--- config.mk ---
export PLATFORM = sky130hd
export DESIGN_NAME = thermocouple_tracking_interpolator_top
export DESIGN_NICKNAME = d
export VERILOG_FILES = /design/src/hdl/tti_pkg.sv /design/src/hdl/thermocouple_tracking_interpolator_top.sv
export SDC_FILE = /design/constraint.sdc
export NUM_CORES = 2
export LEC_CHECK = 0
export BUFFER_PORTS_ARGS = -buffer_cell sky130_fd_sc_hd__buf_2
export CAP_MARGIN = 30
export CORE_MARGIN = 3
export CORE_UTILIZATION = 60
export DETAILED_ROUTE_END_ITERATION = 12
export PLACE_DENSITY_LB_ADDON = 0.15
export REMOVE_ABC_BUFFERS = 1
export SLEW_MARGIN = 20
export SYNTH_ARGS = -nofsm -noshare
export SYNTH_HDL_FRONTEND = slang
export SYNTH_SLANG_ARGS = --single-unit
--- constraint.sdc ---
create_clock -name clk -period 8.4 [get_ports clk]
set_input_delay 0.42 -clock clk [delete_from_list [all_inputs] [get_ports clk]]
set_output_delay 0.42 -clock clk [all_outputs]
set_load 0.02 [all_outputs]
--- src/hdl/tti_pkg.sv ---
// ----------------------------------------------------------------------------
// tti_pkg
// Shared constants and types for the thermocouple tracking interpolator.
// ----------------------------------------------------------------------------
`default_nettype none

package tti_pkg;

  localparam int TTI_POINTS     = 70;
  localparam int TTI_CURVES     = 2;
  localparam int TTI_STEP_SCALE = 10000;

  localparam int POS_W     = 7;
  localparam int CODE_W    = 16;
  localparam int SAMPLE_W  = 17;
  localparam int IDX_W     = 7;
  localparam int TEMP_W    = 32;

  localparam logic [POS_W-1:0] POS_RESET = 7'd3;

  localparam logic CMD_CONVERT = 1'b0;
  localparam logic CMD_LOAD    = 1'b1;

  typedef enum logic [8:0] {
    S_IDLE   = 9'b000000001,
    S_RD     = 9'b000000010,
    S_CMP    = 9'b000000100,
    S_RD_TOP = 9'b000001000,
    S_RD_BOT = 9'b000010000,
    S_MUL    = 9'b000100000,
    S_DIV    = 9'b001000000,
    S_FIN    = 9'b010000000,
    S_SPARE  = 9'b100000000
  } tti_state_t;

endpackage

`default_nettype wire

--- src/hdl/thermocouple_tracking_interpolator_top.sv ---
// ----------------------------------------------------------------------------
// Flow: a conversion reads and compares k table points, k being the points the search visits
// (1 to POINTS-1), then runs MAG_W (31) divider steps, none on a flat segment. A new request
// is refused (in_stall) until the result is taken into the output register; loads need idle.
// Reset: synchronous, active low; search position 3, curve J, memory contents undefined.
// ----------------------------------------------------------------------------
// Thermocouple tracking interpolator
// Tracking table search and linear interpolation to thousandths of a degree.
// ----------------------------------------------------------------------------
`default_nettype none

module thermocouple_tracking_interpolator_top
  import tti_pkg::*;
#(
  parameter int POINTS     = TTI_POINTS,
  parameter int CURVES     = TTI_CURVES,
  parameter int STEP_SCALE = TTI_STEP_SCALE
) (
  input  wire logic                       clk,
  input  wire logic                       rst_n,

  input  wire logic                       cfg_valid,
  output logic                            cfg_ready,
  input  wire logic                       cfg_couple_type,

  input  wire logic                       in_valid,
  output logic                            in_stall,
  input  wire logic                       in_cmd,
  input  wire logic                       in_table_id,
  input  wire logic [IDX_W-1:0]           in_entry_index,
  input  wire logic [CODE_W-1:0]          in_entry_value,
  input  wire logic signed [SAMPLE_W-1:0] in_sample,

  output logic                            out_valid,
  input  wire logic                       out_stall,
  output logic signed [TEMP_W-1:0]        out_temperature,
  output logic                            out_clamped_high,
  output logic                            out_clamped_low
);

  localparam int DEPTH    = CURVES * POINTS;
  localparam int ADDR_W   = $clog2(DEPTH);
  localparam int SW       = $clog2(STEP_SCALE + 1);
  localparam int DIFF_W   = SAMPLE_W + 1;
  localparam int PROD_W   = DIFF_W + SW + 1;
  localparam int MAG_W    = SAMPLE_W + SW;
  localparam int DEN_W    = CODE_W;
  localparam int PTERM_W  = POS_W + SW;
  localparam int SUM_W    = (MAG_W + 2 > TEMP_W + 1) ? MAG_W + 2 : TEMP_W + 1;
  localparam int CNT_W    = $clog2(MAG_W + 1);
  localparam int LAST_CRV = CURVES - 1;

  localparam logic [POS_W-1:0]         POS_TOP  = POS_W'(POINTS - 1);
  localparam logic [POS_W-1:0]         POS_ONE  = POS_W'(1);
  localparam logic signed [SW:0]       SCALE_S  = (SW + 1)'(STEP_SCALE);
  localparam logic signed [SUM_W-1:0]  SAT_MAX  = SUM_W'(signed'(32'h7fff_ffff));
  localparam logic signed [SUM_W-1:0]  SAT_MIN  = SUM_W'(signed'(32'h8000_0000));

  tti_state_t state_r, state_nxt;

  logic [POS_W-1:0]         pos_r, pos_nxt;
  logic                     couple_type_r, couple_type_nxt;
  logic                     out_valid_r, out_valid_nxt;

  logic [ADDR_W-1:0]        base_r, base_nxt;
  logic signed [SAMPLE_W-1:0] x_r, x_nxt;
  logic                     first_r, first_nxt;
  logic                     up_r, up_nxt;
  logic                     hi_r, hi_nxt;
  logic                     lo_r, lo_nxt;
  logic [CODE_W-1:0]        top_r, top_nxt;
  logic [PTERM_W-1:0]       pterm_r, pterm_nxt;
  logic [MAG_W-1:0]         q_r, q_nxt;
  logic [DEN_W-1:0]         rem_r, rem_nxt;
  logic [DEN_W-1:0]         den_r, den_nxt;
  logic                     neg_r, neg_nxt;
  logic [CNT_W-1:0]         cnt_r, cnt_nxt;
  logic signed [TEMP_W-1:0] temp_r, temp_nxt;
  logic                     ohi_r, ohi_nxt;
  logic                     olo_r, olo_nxt;

  logic [CODE_W-1:0]        mem [DEPTH];
  logic [CODE_W-1:0]        rd_data_r;
  logic [ADDR_W-1:0]        rd_addr;
  logic [POS_W-1:0]         rd_pos;
  logic                     wr_en;
  logic [ADDR_W-1:0]        wr_addr;

  logic                     in_acc;
  logic                     slot_free;
  logic                     x_ge, x_le, up_now;
  logic [1:0]               curve_sel;
  logic signed [DIFF_W-1:0] diff;
  logic signed [DIFF_W-1:0] mul_a;
  logic signed [PROD_W-1:0] prod;
  logic signed [SAMPLE_W-1:0] den_s;
  logic [DEN_W:0]           rem_sh;
  logic signed [MAG_W:0]    q_s;
  logic signed [SUM_W-1:0]  sum;

  assign cfg_ready        = 1'b1;
  assign in_stall         = (state_r != S_IDLE);
  assign in_acc           = in_valid & ~in_stall;
  assign slot_free        = ~out_valid_r | ~out_stall;
  assign out_valid        = out_valid_r;
  assign out_temperature  = temp_r;
  assign out_clamped_high = ohi_r;
  assign out_clamped_low  = olo_r;

  assign rd_pos  = (state_r == S_RD_BOT) ? pos_r - POS_ONE : pos_r;
  assign rd_addr = base_r + ADDR_W'(rd_pos);

  assign wr_en   = in_acc && (in_cmd == CMD_LOAD) && (32'(in_table_id) < CURVES)
                   && (32'(in_entry_index) < POINTS);
  assign wr_addr = ADDR_W'(32'(in_table_id) * POINTS + 32'(in_entry_index));

  assign curve_sel = (32'(couple_type_r) < CURVES) ? {1'b0, couple_type_r}
                                                   : 2'(LAST_CRV);

  assign x_ge   = $signed({x_r[SAMPLE_W-1], x_r}) >= $signed({2'b00, rd_data_r});
  assign x_le   = $signed({x_r[SAMPLE_W-1], x_r}) <= $signed({2'b00, rd_data_r});
  assign up_now = first_r ? x_ge : up_r;

  assign diff  = DIFF_W'(x_r) - signed'({2'b00, top_r});
  assign mul_a = (state_r == S_RD_TOP) ? signed'(DIFF_W'(pos_r)) : diff;
  assign prod  = mul_a * SCALE_S;
  assign den_s = signed'({1'b0, top_r}) - signed'({1'b0, rd_data_r});

  assign rem_sh = {rem_r, q_r[MAG_W-1]};
  assign q_s    = neg_r ? -signed'({1'b0, q_r}) : signed'({1'b0, q_r});
  assign sum    = SUM_W'(q_s) + signed'(SUM_W'(pterm_r));

  always_comb begin
    state_nxt       = state_r;
    pos_nxt         = pos_r;
    couple_type_nxt = couple_type_r;
    out_valid_nxt   = out_valid_r & out_stall;
    base_nxt        = base_r;
    x_nxt           = x_r;
    first_nxt       = first_r;
    up_nxt          = up_r;
    hi_nxt          = hi_r;
    lo_nxt          = lo_r;
    top_nxt         = top_r;
    pterm_nxt       = pterm_r;
    q_nxt           = q_r;
    rem_nxt         = rem_r;
    den_nxt         = den_r;
    neg_nxt         = neg_r;
    cnt_nxt         = cnt_r;
    temp_nxt        = temp_r;
    ohi_nxt         = ohi_r;
    olo_nxt         = olo_r;

    if (cfg_valid && cfg_ready) begin
      couple_type_nxt = cfg_couple_type;
    end

    case (state_r)
      S_IDLE: begin
        if (in_acc && (in_cmd == CMD_CONVERT)) begin
          x_nxt     = in_sample;
          base_nxt  = ADDR_W'(32'(curve_sel) * POINTS);
          first_nxt = 1'b1;
          hi_nxt    = 1'b0;
          lo_nxt    = 1'b0;
          state_nxt = S_RD;
        end
      end
      S_RD: begin
        state_nxt = S_CMP;
      end
      S_CMP: begin
        first_nxt = 1'b0;
        up_nxt    = up_now;
        if (up_now) begin
          if (x_ge) begin
            if (pos_r == POS_TOP) begin
              x_nxt     = signed'(SAMPLE_W'(rd_data_r));
              hi_nxt    = 1'b1;
              state_nxt = S_RD_TOP;
            end else begin
              pos_nxt   = pos_r + POS_ONE;
              state_nxt = S_RD;
            end
          end else begin
            pos_nxt   = pos_r - POS_ONE;
            state_nxt = S_RD_TOP;
          end
        end else begin
          if (x_le) begin
            if (pos_r == POS_ONE) begin
              lo_nxt    = 1'b1;
              state_nxt = S_RD_TOP;
            end else begin
              pos_nxt   = pos_r - POS_ONE;
              state_nxt = S_RD;
            end
          end else begin
            state_nxt = S_RD_TOP;
          end
        end
      end
      S_RD_TOP: begin
        pterm_nxt = prod[PTERM_W-1:0];
        state_nxt = S_RD_BOT;
      end
      S_RD_BOT: begin
        top_nxt   = rd_data_r;
        state_nxt = S_MUL;
      end
      S_MUL: begin
        q_nxt   = prod[PROD_W-1] ? MAG_W'(-prod) : MAG_W'(prod);
        den_nxt = den_s[SAMPLE_W-1] ? DEN_W'(-den_s) : DEN_W'(den_s);
        neg_nxt = prod[PROD_W-1] ^ den_s[SAMPLE_W-1];
        rem_nxt = '0;
        cnt_nxt = CNT_W'(MAG_W);
        if (den_s == '0) begin
          q_nxt     = '0;
          neg_nxt   = 1'b0;
          state_nxt = S_FIN;
        end else begin
          state_nxt = S_DIV;
        end
      end
      S_DIV: begin
        if (rem_sh >= {1'b0, den_r}) begin
          rem_nxt = DEN_W'(rem_sh - {1'b0, den_r});
          q_nxt   = {q_r[MAG_W-2:0], 1'b1};
        end else begin
          rem_nxt = rem_sh[DEN_W-1:0];
          q_nxt   = {q_r[MAG_W-2:0], 1'b0};
        end
        cnt_nxt = cnt_r - CNT_W'(1);
        if (cnt_r == CNT_W'(1)) begin
          state_nxt = S_FIN;
        end
      end
      S_FIN: begin
        if (slot_free) begin
          if (sum > SAT_MAX) begin
            temp_nxt = SAT_MAX[TEMP_W-1:0];
          end else if (sum < SAT_MIN) begin
            temp_nxt = SAT_MIN[TEMP_W-1:0];
          end else begin
            temp_nxt = sum[TEMP_W-1:0];
          end
          ohi_nxt       = hi_r;
          olo_nxt       = lo_r;
          out_valid_nxt = 1'b1;
          state_nxt     = S_IDLE;
        end
      end
      default: begin
        state_nxt = S_IDLE;
      end
    endcase
  end

  always_ff @(posedge clk) begin
    if (!rst_n) begin
      state_r       <= S_IDLE;
      pos_r         <= POS_RESET;
      couple_type_r <= 1'b0;
      out_valid_r   <= 1'b0;
    end else begin
      state_r       <= state_nxt;
      pos_r         <= pos_nxt;
      couple_type_r <= couple_type_nxt;
      out_valid_r   <= out_valid_nxt;
    end
  end

  always_ff @(posedge clk) begin
    base_r  <= base_nxt;
    x_r     <= x_nxt;
    first_r <= first_nxt;
    up_r    <= up_nxt;
    hi_r    <= hi_nxt;
    lo_r    <= lo_nxt;
    top_r   <= top_nxt;
    pterm_r <= pterm_nxt;
    q_r     <= q_nxt;
    rem_r   <= rem_nxt;
    den_r   <= den_nxt;
    neg_r   <= neg_nxt;
    cnt_r   <= cnt_nxt;
    temp_r  <= temp_nxt;
    ohi_r   <= ohi_nxt;
    olo_r   <= olo_nxt;
  end

  always_ff @(posedge clk) begin
    if (wr_en) begin
      mem[wr_addr] <= in_entry_value;
    end
    rd_data_r <= mem[rd_addr];
  end

endmodule

`default_nettype wire

==> results by stage <==
Power and ir drop:
- The internal portion of the total power is 21.2 mW.
- Sequential cells account for a little under half of the total power.
- The share of total power consumed by net switching is around a quarter.
- Combinational cells account for 17.5% of the total power.
- Summed over all nets, the switching power comes to roughly 7.6 mW.
- The share of power burned in the clock network is 35.3%.
- The maximum ir drop on the vdd rail is between 0.0002 and 0.0003 V.
- The power per standard cell area is between 200 and 250 mW/mm2.
- The total leakage power is 36.8 nW.
- The power after layout is 28.8 mW.

Routing:
- The post-route met1 wirelength is between 100 and 150 mm.
- The per-cell via count in the routed design is 6.52.
- Dividing the detail-routed wire length by the instance count gives 29.3 um.
- After detailed routing, the number of remaining DRC violations is 0.
- The met2 routed wirelength is 125 mm.
- The routed wire length is around 260 mm.
- The highest layer used for signal routing is met5.
- The detailed router finished its first iteration with 7017 violations.
- The routed length on met3 is 25.7 mm.
- The number of vias after detailed routing is 58500.
- The remaining number of nets flagged by the antenna check after routing is 0.
- The iteration count of the initial detailed-routing pass is 6.

Synth:
- The summed instance area of the synthesized netlist is between 0.1 and 0.15 mm2.
- After synthesis, the share of flip-flops with an asynchronous set or reset is 0%.
- The share of Yosys cell area claimed by the top area cell type is between 60% and 70%.
- Ranked by total cell area, the synthesized netlist is headed by sky130_fd_sc_hd__edfxtp_1, sky130_fd_sc_hd__mux2i_1, sky130_fd_sc_hd__mux4_2.
- Summing the sequential cell areas from Yosys gives a little over two thirds of the chip area.
- The share of the synthesized netlist area taken by xor and xnor gates is approximately 1.3%.
- The multiplexer share of the synthesized area is 11.8%.
- In the synthesized netlist the dominant register cell turns out to be sky130_fd_sc_hd__edfxtp_1.
- Of the total synthesized cell area, the portion taken by full adders, half adders and majority gates is 3.46%.
- The post-synthesis share of cell area spent on and, or, nand and nor gates is between 4 and 5%.
- The cell count after synthesis is 6218.
- After synthesis, the largest family of logic cells by area is multiplexers.
- The count of unique library cells instantiated by Yosys is 83.
- In the post-synthesis netlist, the cell with the most instances is sky130_fd_sc_hd__edfxtp_1.
- Summing the areas of all compound-gate instances in the mapped netlist gives under 10% of the synthesized area.
- The top cell type by total area after synthesis is sky130_fd_sc_hd__edfxtp_1.
- After synthesis, the mean cell area works out to 16.5 um2.
- Ranked by instance count, the synthesized netlist is headed by sky130_fd_sc_hd__edfxtp_1, sky130_fd_sc_hd__mux2i_1, sky130_fd_sc_hd__o22ai_1, sky130_fd_sc_hd__nor2_1, sky130_fd_sc_hd__nor3_1.
- The number of warnings reported in the yosys synthesis log is 0.
- The flip-flop and latch count after synthesis is 2431.
- The synthesized design contains 2398 enable-type register cells.

Clock network:
- The CTS tree is done.
- In this run, CTS created clock tree buffers numbering about 230.
- The number of clock sinks seen by CTS is 2431.
- The later pin in the worst-skew pair is clocked with a latency of 0.89 ns.
- The H-tree was split into 4 levels.
- The maximum buffer depth of the clock tree is 3.
- Clock-pin slew was measured on the worst setup and hold paths at 0.07 ns.
- The clock root buffer is sky130_fd_sc_hd__clkbuf_16.

Cells and area:
- The number of fill cells is between 10000 and 15000.
- For this run, the number of standard cells in the final layout without fillers is 8966.
- The layout cell share with drive strength beyond 1 is between 10% and 20%.
- The final layout net count is 6834.
- The finished cells cover 0.116 mm2.
- The area overhead of the layout relative to synthesis is 12.3%.

Die:
- The area of the placeable core is 0.170 mm2.
- The initial standard-cell utilization of the core is 60.6%.
- In this run the count of I/O pins placed on the die edge is 85.
- The area enclosed by the die boundary is roughly 0.18 mm2.
- Row generation in the floorplan step produced 151 rows.
- In this run the horizontal extent of the chip is 420 um.
- The die is 420 um tall.

STA:
- The maximum clock frequency is around 0.13 GHz.
- The number of setup violations in the final report is 0.
- The final cycle utilization of the critical path is 94.7%.
- Subtracting the final worst setup slack from the clock period gives 7.95 ns.
- Final hold analysis gives a worst-case slack of 0.0867 ns.
- At the pin with the least slew margin, the transition time is 1.07 ns.
- The worst pin sits at a relative slew slack of between 20 and 30%.
- The final count of pins violating max slew was 0.
- Setup repair after global routing could not meet its margin everywhere.
- The sum of negative setup slack is 0 ns.
- The hold violation count in the final report was 0.
- The worst clock skew on the final layout is 0.0452 ns.

Status:
- The flow ran to the end, and the final reports show no timing, DRC or antenna violations.

GRT:
- The maximum number of pins on one net before global-route repair is 108.
- Across every metal layer, demand over resource in global routing totals 29.9%.
- The number of global-route vias before repair came to 57800.
- The initial antenna violation count is 11.
- Summed over all layers, the global routing overflow is 0.
- The first global-routing pass estimated 385 mm of wire.

Place:
- The cell count after placement is roughly 8500.
- The count of port buffers added during placement is 83.
- Routability-driven placement finished with a final weighted congestion of about 0.88.
- The HPWL reported at the end of detailed placement is approximately 160 mm.
- In this run the cell area measured after placement is 0.108 mm2.

Critical path:
- The startpoint-to-endpoint class of the critical path is reg -> reg.
- The startpoint type of the worst setup path is a register.
- By instance count, the cell type seen most on the critical path is sky130_fd_sc_hd__fa_1.
- The longest individual stage delay on the worst path is 0.56 ns.
- Data on the critical path arrives at its endpoint at around 8.6 ns.
- STA classifies the critical path endpoint as a register.
- The highest fanout seen on the critical path is 18.
- Among all stages on the critical path, the largest delay is contributed by sky130_fd_sc_hd__fa_1.
- At the worst endpoint, the required time is 9.00 ns.

Min path:
- The class of the tightest hold or removal check is in -> reg.

Job:
- The number of max-cap violations is 0.
## cell families after synthesis
group                      Yosys count
DFF                               2431
AOI/OAI and AO/OA                  983
muxes                              939
and+or+nand+nor                    930
buffers and inverters              531
adders and majority gates          250
xor gates and xnor gates           153
other                                1
## layer usage
layer / up-vias / track usage [%]
met5: - / 0
met4: 6 / 10.9
met3: 455 / 6.35
met2: 2882 / 46.9
met1: 29800 / 42.0
li1: 25400 / -
## flip-flops by register name, indices dropped and copies added (netlist names), 16 cells and up
name             flops
mem               2240
out_temperature     32
q_r                 31
pterm_r             17
x_r                 17
den_r               16
rd_data_r           16
rem_r               16
top_r               16
## power by group through the flow
stage	clock network, mW	logic, mW	registers (mW)
detailed placement	0	4.88	13.8
floorplan	0	3.51	13.8
CTS	10.3	4.92	13.6
finish	10.2	5.04	13.6
global route	10.7	5.59	13.6
global placement	0	4.80	13.8
## worst paths after layout
check | start | to | slack, ns | depth (start not counted)
min | in_entry_value[12] | mem[97][12] | 0.09 | 1
min reg2reg | lo_r | out_clamped_low | 0.44 | 0
max | top_r[0] | q_r[29] | 0.45 | 30
max reg2reg | top_r[0] | q_r[29] | 0.45 | 30
## per-stage QoR
step	worst slack, ns	utilization [%]
after global placement	0.283	63.0
after global routing	-0.0233	68.1
after detailed placement	0.0868	63.3
final	0.446	68.1
after CTS	0.0745	67.8
after floorplan	-18.02	-
## worst max-delay path, delay by kind of cell, from the launching register on
kind                       cells  cell delay (ns)
buffers and inverters          3             0.28
and+or+nand+nor                4             0.79
muxes                          1             0.37
AOI/OAI and AO/OA             12             2.42
xor gates and xnor gates       2             0.27
DFF                            1             0.39
adders and majority gates      8             3.18
## cell type report
cell class / count / area [um2] / share of cell area [%]
Inverter: 206 / 773 / 0.669
Tap cell: 2218 / 2780 / 2.40
Antenna cell: 7 / 17.5 / 0.0152
Sequential cell: 2431 / 72700 / 62.9
Multi-Input combinational cell: 3256 / 28400 / 24.6
Timing Repair Buffer: 408 / 3550 / 3.08
Clock buffer: 310 / 6280 / 5.43
Clock inverter: 130 / 1130 / 0.977
## repair_timing
item | 4_1_cts | 5_1_grt
buffers inserted | 0 | 2
endpoints found under the setup margin | 0 | 27
endpoints found under the hold margin | 25 | 22
hold buffers | 21 | 1
gates resized for setup | 0 | 19
## layout by cell type (no fill, tap or decap), drive strengths merged, types with 34 or more instances in the layout
cell type / n
clkbuf: 312
o21ai: 125
o31ai: 48
fa: 57
o22ai: 343
a211oi: 188
nor4: 34
inv: 215
ha: 193
mux2i: 715
xor2: 60
mux4: 221
a21oi: 111
nor2: 284
xnor2: 93
buf: 383
nor3: 236
edfxtp: 2398
nand2: 179
clkinv: 102
No activity file was read; power rests on OpenSTA's default activity.
